File: src/design/spiral_index_to_coordinate_core_macros.svh
// assertion macros for the spiral index to coordinate core
// used by the top level only, no other dependencies
`ifndef SPIRAL_INDEX_TO_COORDINATE_CORE_MACROS_SVH
`define SPIRAL_INDEX_TO_COORDINATE_CORE_MACROS_SVH

// implication checked in the same cycle, ignored while in reset
`define SITC_ASSERT_NOW(label, ante, cons, msg) \
  label: assert property (@(posedge clk) disable iff (!rst_n) (ante) |-> (cons)) \
    else $error(msg);

// implication checked in the next cycle, ignored while in reset
`define SITC_ASSERT_NEXT(label, ante, cons, msg) \
  label: assert property (@(posedge clk) disable iff (!rst_n) (ante) |=> (cons)) \
    else $error(msg);

// implication checked in the next cycle, also across reset
`define SITC_ASSERT_RST(label, ante, cons, msg) \
  label: assert property (@(posedge clk) (ante) |=> (cons)) \
    else $error(msg);

`endif

File: src/design/sitc_pkg.sv
// shared constants for the spiral index to coordinate core
// no dependencies
package sitc_pkg;

  // width of the signed coordinate outputs
  localparam int POS_W = 12;

  // default number of index bits used
  localparam int INDEX_W_DEF = 20;

endpackage

File: src/design/spiral_index_to_coordinate_core.sv
// Square spiral index to coordinate. Each cell index becomes the signed (x, z)
// position of that cell on a square spiral around the origin. The pipeline takes
// one index per cycle while the result channel is not stalled, and has one stage
// per bit of the integer square root, then one stage that picks the nearest square
// and one that applies the side formulas. A stall on the result channel freezes
// the whole pipeline and is passed back to the input. Index bits above INDEX_WIDTH
// are ignored, and coordinates wrap to 12 bits. No state is kept between items.
// depends on sitc_pkg, sitc_root_stage, sitc_map and the assertion macro header
`include "spiral_index_to_coordinate_core_macros.svh"

module spiral_index_to_coordinate_core #(
  parameter int INDEX_WIDTH = sitc_pkg::INDEX_W_DEF
) (
  input  logic                              clk,
  input  logic                              rst_n,
  input  logic                              in_valid,
  output logic                              in_stall,
  input  logic [INDEX_WIDTH-1:0]            in_cell_index,
  output logic                              out_valid,
  input  logic                              out_stall,
  output logic signed [sitc_pkg::POS_W-1:0] out_pos_x,
  output logic signed [sitc_pkg::POS_W-1:0] out_pos_z
);

  localparam int ROOT_W = (INDEX_WIDTH + 1) / 2;
  localparam int RAD_W  = 2 * ROOT_W;
  localparam int REM_W  = ROOT_W + 2;

  // whole pipeline advances unless a finished result is held off
  logic advance;
  assign advance  = !(out_valid && out_stall);
  assign in_stall = !advance;

  // square root chain
  logic              vld_c  [0:ROOT_W];
  logic [RAD_W-1:0]  rad_c  [0:ROOT_W];
  logic [ROOT_W-1:0] root_c [0:ROOT_W];
  logic [REM_W-1:0]  rem_c  [0:ROOT_W];

  assign vld_c[0]  = in_valid;
  assign rad_c[0]  = RAD_W'(in_cell_index);
  assign root_c[0] = '0;
  assign rem_c[0]  = '0;

  for (genvar k = 0; k < ROOT_W; k++) begin : g_root
    sitc_root_stage #(
      .ROOT_W(ROOT_W)
    ) u_stage (
      .clk      (clk),
      .rst_n    (rst_n),
      .en       (advance),
      .in_valid (vld_c[k]),
      .in_rad   (rad_c[k]),
      .in_root  (root_c[k]),
      .in_rem   (rem_c[k]),
      .out_valid(vld_c[k+1]),
      .out_rad  (rad_c[k+1]),
      .out_root (root_c[k+1]),
      .out_rem  (rem_c[k+1])
    );
  end

  // nearest square and coordinate formulas
  sitc_map #(
    .ROOT_W(ROOT_W)
  ) u_map (
    .clk      (clk),
    .rst_n    (rst_n),
    .en       (advance),
    .in_valid (vld_c[ROOT_W]),
    .in_root  (root_c[ROOT_W]),
    .in_rem   (rem_c[ROOT_W]),
    .out_valid(out_valid),
    .out_x    (out_pos_x),
    .out_z    (out_pos_z)
  );

  // checks
  `SITC_ASSERT_NOW(a_backpressure, out_valid && out_stall, in_stall, "input not stalled")
  `SITC_ASSERT_NEXT(a_drain, out_valid && !out_stall && !u_map.vld_a_r, !out_valid, "dup result")
  `SITC_ASSERT_RST(a_reset_empty, !rst_n, !out_valid, "pipeline not empty after reset")
  `SITC_ASSERT_NEXT(a_root_enter, vld_c[ROOT_W] && !in_stall, u_map.vld_a_r, "root result lost")

endmodule

File: src/design/sitc_root_stage.sv
// one registered step of the digit-by-digit square root, one root bit per stage
// no package dependencies
module sitc_root_stage #(
  parameter int ROOT_W = 10
) (
  input  logic                clk,
  input  logic                rst_n,
  input  logic                en,
  input  logic                in_valid,
  input  logic [2*ROOT_W-1:0] in_rad,
  input  logic [ROOT_W-1:0]   in_root,
  input  logic [ROOT_W+1:0]   in_rem,
  output logic                out_valid,
  output logic [2*ROOT_W-1:0] out_rad,
  output logic [ROOT_W-1:0]   out_root,
  output logic [ROOT_W+1:0]   out_rem
);

  localparam int RAD_W = 2 * ROOT_W;
  localparam int REM_W = ROOT_W + 2;

  logic             valid_r;
  logic [RAD_W-1:0] rad_r, rad_nxt;
  logic [ROOT_W-1:0] root_r, root_nxt;
  logic [REM_W-1:0] rem_r, rem_nxt;
  logic [REM_W-1:0] rem_sh;
  logic [REM_W-1:0] trial;
  logic             fits;

  // bring down the next two radicand bits and try the next root bit
  always_comb begin
    rem_sh   = {in_rem[ROOT_W-1:0], in_rad[RAD_W-1 -: 2]};
    trial    = {in_root, 2'b01};
    fits     = (rem_sh >= trial);
    rem_nxt  = fits ? (rem_sh - trial) : rem_sh;
    root_nxt = {in_root[ROOT_W-2:0], fits};
    rad_nxt  = {in_rad[RAD_W-3:0], 2'b00};
  end

  // valid bit, cleared by reset
  always_ff @(posedge clk) begin
    if (!rst_n) begin
      valid_r <= 1'b0;
    end else if (en) begin
      valid_r <= in_valid;
    end
  end

  // payload registers
  always_ff @(posedge clk) begin
    if (en) begin
      rad_r  <= rad_nxt;
      root_r <= root_nxt;
      rem_r  <= rem_nxt;
    end
  end

  assign out_valid = valid_r;
  assign out_rad   = rad_r;
  assign out_root  = root_r;
  assign out_rem   = rem_r;

endmodule

File: src/design/sitc_map.sv
// nearest square selection and spiral side formulas, two register stages
// depends on sitc_pkg for the coordinate width
module sitc_map #(
  parameter int ROOT_W = 10
) (
  input  logic                             clk,
  input  logic                             rst_n,
  input  logic                             en,
  input  logic                             in_valid,
  input  logic [ROOT_W-1:0]                in_root,
  input  logic [ROOT_W+1:0]                in_rem,
  output logic                             out_valid,
  output logic signed [sitc_pkg::POS_W-1:0] out_x,
  output logic signed [sitc_pkg::POS_W-1:0] out_z
);

  localparam int REM_W = ROOT_W + 2;
  localparam int R_W   = ROOT_W + 1;
  localparam int PW    = sitc_pkg::POS_W;

  // stage a: nearest square root and distance to it
  logic             vld_a_r;
  logic [R_W-1:0]   r_a_r, r_a_nxt;
  logic [REM_W-1:0] diff_a_r, diff_a_nxt;
  logic             ge_a_r, ge_a_nxt;
  logic             up;

  // round up when the remainder passes the root, ties stay on the lower square
  always_comb begin
    up         = (in_rem > REM_W'(in_root));
    r_a_nxt    = R_W'(in_root) + R_W'(up);
    diff_a_nxt = up ? (REM_W'({in_root, 1'b1}) - in_rem) : in_rem;
    ge_a_nxt   = !up;
  end

  // stage b: side formulas
  logic                 vld_b_r;
  logic signed [PW-1:0] x_r, x_nxt;
  logic signed [PW-1:0] z_r, z_nxt;
  logic signed [PW-1:0] h;
  logic signed [PW-1:0] d;

  // half side length and offset along the side, wrapped to output width
  always_comb begin
    h = PW'(r_a_r >> 1) + PW'(r_a_r[0]);
    d = PW'(diff_a_r);
    unique case ({r_a_r[0], ge_a_r})
      2'b01: begin
        x_nxt = h;
        z_nxt = d - h;
      end
      2'b00: begin
        x_nxt = h - d;
        z_nxt = -h;
      end
      2'b11: begin
        x_nxt = -h;
        z_nxt = h - PW'(1) - d;
      end
      default: begin
        x_nxt = d - h;
        z_nxt = h - PW'(1);
      end
    endcase
  end

  // valid bits
  always_ff @(posedge clk) begin
    if (!rst_n) begin
      vld_a_r <= 1'b0;
      vld_b_r <= 1'b0;
    end else if (en) begin
      vld_a_r <= in_valid;
      vld_b_r <= vld_a_r;
    end
  end

  // payload registers
  always_ff @(posedge clk) begin
    if (en) begin
      r_a_r    <= r_a_nxt;
      diff_a_r <= diff_a_nxt;
      ge_a_r   <= ge_a_nxt;
      x_r      <= x_nxt;
      z_r      <= z_nxt;
    end
  end

  assign out_valid = vld_b_r;
  assign out_x     = x_r;
  assign out_z     = z_r;

endmodule

File: config.mk
export PLATFORM = sky130hd
export DESIGN_NAME = spiral_index_to_coordinate_core
export DESIGN_NICKNAME = d
export VERILOG_FILES = /design/src/design/sitc_pkg.sv /design/src/design/spiral_index_to_coordinate_core.sv /design/src/design/sitc_root_stage.sv /design/src/design/sitc_map.sv
export VERILOG_INCLUDE_DIRS = /design/src /design/src/design
export SDC_FILE = /design/constraint.sdc
export NUM_CORES = 1
export LEC_CHECK = 0
export BUFFER_PORTS_ARGS = -buffer_cell sky130_fd_sc_hd__buf_2
export CORE_ASPECT_RATIO = 0.75
export CORE_MARGIN = 2
export CORE_UTILIZATION = 35
export CTS_CLUSTER_SIZE = 40
export DETAILED_ROUTE_END_ITERATION = 12
export PLACE_DENSITY_LB_ADDON = 0.15
export SYNTH_ARGS = -nofsm -noshare
export SYNTH_HDL_FRONTEND = slang
export SYNTH_SLANG_ARGS = --single-unit
File: constraint.sdc
create_clock -name clk -period 10.5 [get_ports clk]
set_input_delay 1.05 -clock clk [delete_from_list [all_inputs] [get_ports clk]]
set_output_delay 1.05 -clock clk [all_outputs]
set_load 0.01 [all_outputs]
Word-level counts from Yosys, hierarchy flattened
Index checks and enable logic that the tools add are counted.
{"block": "classes", "n_addsub": 18, "order_cmp": 11, "n_eq_ne": 2, "mux": 13, "reduce_logical": 3}
{"cell": "$mux W10", "n": 8}
{"cell": "$pmux W12 S3", "n": 2}
{"cell": "$sub A12 B12 Y12", "n": 3}
{"cell": "$mux W12", "n": 2}
{"cell": "$add A10 B1 Y11", "n": 2}
{"cell": "$ge A12 B10 Y1", "n": 1}
{"cell": "$ge A12 B11 Y1", "n": 1}
{"cell": "$ge A12 B3 Y1", "n": 1}
{"cell": "$ge A12 B4 Y1", "n": 1}
{"cell": "$ge A12 B5 Y1", "n": 1}
{"cell": "$ge A12 B6 Y1", "n": 1}
{"cell": "$ge A12 B7 Y1", "n": 1}
{"cell": "$ge A12 B8 Y1", "n": 1}
{"cell": "$ge A12 B9 Y1", "n": 1}
{"cell": "$gt A12 B10 Y1", "n": 1}
{"cell": "$neg A12 Y12", "n": 1}
{"cell": "$sub A11 B12 Y12", "n": 1}
{"cell": "$sub A12 B11 Y12", "n": 1}
{"cell": "$sub A12 B2 Y12 const B", "n": 1}
{"cell": "$sub A10 B10 Y10", "n": 1}
{"cell": "$sub A10 B3 Y10", "n": 1}
{"cell": "$sub A10 B4 Y10", "n": 1}
{"cell": "$sub A10 B5 Y10", "n": 1}
{"cell": "$sub A10 B6 Y10", "n": 1}
{"cell": "11 further kinds", "n": 11}
{"block": "word_totals", "register_bits": 300, "input_bits": 24, "output_inout_bits": 26, "wordCells": 94}

Depth between registers and ports, before layout
{"block": "depth", "ltp_word": 4, "depth_mapped": 16, "ltp_nobuf": 16}

By module
From an unflattened synthesis, not the netlist that was laid out.
{"block": "hier_totals", "cells_unflattened": 2158, "area_unflattened_um2": 26211.4}
{"module": "sitc_root_stage at g_root[4].u_stage ...", "n_inst": 6, "cells_per_inst": 152, "area_each_um2": 2064.5, "seq_area_each_um2": 1221.2}
{"module": "sitc_root_stage at g_root[0].u_stage ...", "n_inst": 3, "cells_per_inst": 157, "area_each_um2": 2068.2, "seq_area_each_um2": 1221.2}
{"module": "sitc_map", "n_inst": 1, "cells_per_inst": 621, "area_each_um2": 5545.3, "seq_area_each_um2": 1481.4}
{"module": "sitc_root_stage at g_root[3].u_stage", "n_inst": 1, "cells_per_inst": 151, "area_each_um2": 2060.7, "seq_area_each_um2": 1221.2}
{"module": "spiral_index_to_coordinate_core", "n_inst": 1, "cells_per_inst": 3, "area_each_um2": 13.8, "seq_area_each_um2": 0.0}

Worst setup path before layout
OpenSTA, ideal clock, no wires.
{"block": "synth_path", "path_type": "input to register", "from": "input out_stall", "to": "register g_root[0].u_stage.rad_r[10] (enable)", "setup_ps": 765, "t_arrival_ps": 9110, "required_time_ps": 9735, "setup_slack_ps": 625, "cell_stages": 2, "path_buffers": 1, "cell_sequence": "nand2_1 clkbuf_1"}
{"block": "synth_via", "elab_chain_len": 1}
{"item": "from (decl)", "line": "spiral_index_to_coordinate_core.sv:20", "text": "input logic out_stall,"}
{"item": "$logic_and A1 B1 Y1", "line": "spiral_index_to_coordinate_core.sv:31", "text": "assign advance = !(out_valid && out_stall);"}
{"item": "to (signal assigned)", "line": "sitc_root_stage.sv:52", "text": "rad_r <= rad_nxt;"}
{"item": "to (decl)", "line": "sitc_root_stage.sv:23", "text": "logic [RAD_W-1:0] rad_r, rad_nxt;"}
Every way passes these cells.
A chain may end at the register's enable or synchronous reset.

Worst setup path in the final report
{"block": "layout_path", "from": "register u_map.r_a_r[0]", "to": "register u_map.z_r[10] (netlist: u_map.out_z[10]), data pin"}
{"block": "layout_via", "elab_chain_len": 4, "elab_cells_between_ends": 9, "classes_between": "add/sub: 5; eq/ne: 2; mux: 1; reduce/logical: 1"}
{"item": "from (decl)", "line": "sitc_map.sv:23", "text": "logic [R_W-1:0] r_a_r, r_a_nxt;"}
{"item": "from (signal assigned)", "line": "sitc_map.sv:81", "text": "r_a_r <= r_a_nxt;"}
{"item": "$add A10 B1 Y11", "line": "sitc_map.sv:45", "text": "h = PW'(r_a_r >> 1) + PW'(r_a_r[0]);"}
{"item": "$sub A12 B2 Y12", "line": "sitc_map.sv:58, sitc_map.sv:62"}
{"item": "$sub A12 B12 Y12", "line": "sitc_map.sv:58", "text": "z_nxt = h - PW'(1) - d;"}
{"item": "$pmux W12 S3 *", "line": "sitc_map.sv:47", "text": "unique case ({r_a_r[0], ge_a_r})"}
{"item": "named net u_map.z_nxt[10]", "line": "sitc_map.sv:39", "text": "logic signed [PW-1:0] z_r, z_nxt;"}
{"item": "to (signal assigned)", "line": "sitc_map.sv:85", "text": "z_r <= z_nxt;"}
{"item": "to (decl)", "line": "sitc_map.sv:39"}
Mark *: on every way through the listed nets, which the timed path passes. The rest lies on a longest branch.

==> flow_metrics.tcl <==
set metrics [dict create \
    rows 68 \
    fin_setup_tns_ps 0 \
    drc_errors 0 \
    die_height_um 191 \
    max_slew_margin_pct 35.7 \
    crit_fanout 67 \
    synth_enable_flop_cells 288 \
    track_usage_pct 13.1 \
    wl_per_cell_um 14.6 \
    ys_seq_elements 300 \
    grt_max_degree 79 \
    clock_skew_ps 19.2 \
    p_int_w 0.00371 \
    grt_pass1_vias 9621 \
    power_frac_seq_pct 32.4 \
    grt_pass1_wl_um 50500 \
    cts_setup_buffers 0 \
    io_pins 50 \
    detail-route-antenna-nets 0 \
    synth_cells 1408 \
    cp-start-kind "flip-flop" \
    antenna_found_initial 0 \
    worstPathArrival_ps 4940 \
    vias 10100 \
    synth_fp_nets 1553 \
    drtPass1Iterations 5 \
    ir_drop_v 0.000165 \
    insertion_delay_ps 550 \
    numClockSinks 300 \
    grt_overflow_total 0 \
    n_antenna_cell 0 \
    syn_avg_cell_area_sq_um 11.6 \
    fin_util_pct 40.0 \
    die_area_sq_um 48300 \
    sw_frac_of_total_pct 37.8 \
    endpoint_kind "flip-flop" \
    tightest_slew_ps 964 \
    fin_crit_sh_pct 44.3 \
    ys_async_sr_fraction_pct 0 \
    netlist-cell-type-count 78 \
    outcome "finished clean" \
    multi_input_area_sq_um 6770 \
    fin_nets 1612 \
    power.density_nw_per_um2 325 \
    final_cell_mix "edfxtp_1 (288), inv_1 (135), ha_1 (117)" \
    drt_iter0_drc 558 \
    fillers 4457 \
    clock_path_buffers 3 \
    combinationalPowerShare_pct 47.0 \
    via_per_inst 4.82 \
    ys.flop_type "edfxtp_1" \
    seq_area_sq_um 8890 \
    synth_area_sq_um 16300 \
    clkPwrFrac_pct 20.6 \
    drt-total-wl_um 30600 \
    start_util_pct 35.5 \
    coreArea_sq_um 45900 \
    whs_ps 414 \
    cts_htree_levels 2 \
    postCtsHoldBufs 0 \
    min_path_type "reg -> reg" \
    ctsResizeCount 0 \
    hold_path_depth 0 \
    io_buffer_count 49 \
    mostFrequentLayoutCell "edfxtp_1" \
    crit_required_ps 10790 \
    r2r_cells 15 \
    hpwlAfterDp_um 21700 \
    gp_congestion 0.829 \
    leakage_nw 7.63 \
    rsz0062_at_grt "no" \
    clk_pin_slew_worst_paths_ps 60 \
    cts_root_buf "clkbuf_16" \
    die_x_um 253 \
    drive_above_1_share_pct 11.5 \
    yosys_warnings 0 \
    crit_type "reg -> reg" \
    min_period_ps 4650 \
    area_delta_synth_final_pct 12.9 \
    p_switching_w 0.00226 \
    drv_cap 0 \
    ys_seq_area_share_pct 54.6 \
    setup_viol 0 \
    hold_viol_final 0 \
    clock.fmax_ghz 0.215 \
    cts_buffers 35 \
    cts_tree "yes" \
    drv_slew 0 \
]
[cell families after synthesis]
group,after synthesis,share of synthesized area (%)
flip-flops,300,54.6
buffers and inverters,172,3.98
AND/OR/NAND/NOR,370,11.4
XOR/XNOR,126,7.14
other,1,0.0230
AO/OA/AOI/OAI,289,11.4
adder cells (fa/ha/maj),121,9.48
multiplexers,29,2.04
[flip-flops by register name (all words and copies together), names as in the netlist]
| signal | count |
|---|---|
| g_root.u_stage.out_rad | 90 |
| g_root.u_stage.out_rem | 95 |
| g_root.u_stage.out_root | 55 |
| g_root.u_stage.out_valid | 10 |
| u_map.d | 12 |
| u_map.ge_a_r | 1 |
| u_map.out_valid | 1 |
| u_map.out_x | 12 |
| u_map.out_z | 12 |
| u_map.r_a_r | 11 |
| u_map.vld_a_r | 1 |
[final cells by class]
class	instances	share of cell area, %
sequential	300	48.3
tap	595	4.05
multi-input combinational	936	36.8
timing repair buffer	58	1.70
inverter	136	2.77
clock inverter	17	1.07
clock buffer	47	5.28
[routing by layer]
| metal | track usage, % | vias to the layer above | share of wire [%] |
|---|---|---|---|
| met5 | 0 | - | 0 |
| met4 | 4.16 | 0 | 1.9 |
| met3 | 2.51 | 40 | 3.5 |
| met2 | 19.3 | 123 | 43 |
| met1 | 19.2 | 4722 | 52 |
| li1 | - | 5177 | - |
[Yosys cell counts, types with 3 or more instances]
master     count  share of area (%)
edfxtp_1     288                 53
inv_1        135                3.1
ha_1         117                9.0
nand2_1      108                2.5
a21oi_1       86                2.6
xnor2_1       86                4.6
nor2_1        78                1.8
o21ai_0       66                2.0
nor3_1        41                1.3
xor2_1        35                1.9
clkbuf_1      28               0.65
o21a_1        26                1.2
nand3_1       25               0.77
nor2b_1       24               0.92
nand2b_1      20               0.77
a21o_1        19               0.88
a21boi_0      15               0.69
mux2_2        15                1.0
o31ai_1       14               0.65
or2_2         14               0.54
dfxtp_1       12                1.5
mux2i_1       11               0.68
nand4_1       10               0.38
or3_1         10               0.38
a211oi_1       9               0.41
o211ai_1       7               0.32
a31oi_1        6               0.23
and2_1         6               0.23
buf_1          6               0.14
nand3b_1       5               0.23
a41oi_1        4               0.22
fa_1           4               0.49
nand3_2        4               0.25
nor3_2         4               0.25
a2111oi_0      3               0.16
and3_1         3               0.12
o21ai_1        3              0.092
o21bai_1       3               0.14
or4_1          3               0.14
xor2_2         3               0.30
[per-stage QoR]
stage / cell area [sq um] / worst slack, ps / total power, W / instances
after global routing: 18400 / 5310 / 0.00649 / 2089
final: 18400 / 5850 / 0.00597 / 2089
after global placement: 17200 / 5900 / 0.00476 / 2025
after detailed placement: 17200 / 5810 / 0.00478 / 2025
after CTS: 18400 / 5800 / 0.00607 / 2089
after floorplan: 16300 / 625 / 0.00412 / 1408
[critical path: stages (launching register included)]
cell,delay (ps)
edfxtp_1,350
buf_4,340
ha_1,350
ha_1,240
xnor2_1,480
nand3_1,260
nor3_2,270
xnor2_1,200
ha_1,340
o2111ai_1,110
nand3_1,160
o41ai_1,550
o21ai_0,240
xor2_1,190
a211oi_2,250
a21oi_2,80
[power by group through the flow]
stage | sequential, W | combinational, W | clock [W]
6_report | 0.00193 | 0.00281 | 0.00123
3_3_place_gp | 0.00196 | 0.00280 | 0
2_1_floorplan | 0.00192 | 0.00220 | 0
5_1_grt | 0.00198 | 0.00318 | 0.00133
4_1_cts | 0.00194 | 0.00283 | 0.00129
3_5_place_dp | 0.00197 | 0.00281 | 0
[path summary, 6_finish.rpt]
kind,from,endpoint,slack [ps]
worst min register to register,g_root[5].u_stage.out_rad[15]$_DFFE_PN_,g_root[6].u_stage.out_rad[17]$_DFFE_PN_,410
worst max-delay path,u_map.r_a_r[0]$_DFFE_PN_,u_map.out_z[10]$_DFFE_PN_,5850
worst max register to register,u_map.r_a_r[0]$_DFFE_PN_,u_map.out_z[10]$_DFFE_PN_,5850
worst min-delay path,g_root[5].u_stage.out_rad[15]$_DFFE_PN_,g_root[6].u_stage.out_rad[17]$_DFFE_PN_,410
No activity file was read; power rests on OpenSTA's default activity.
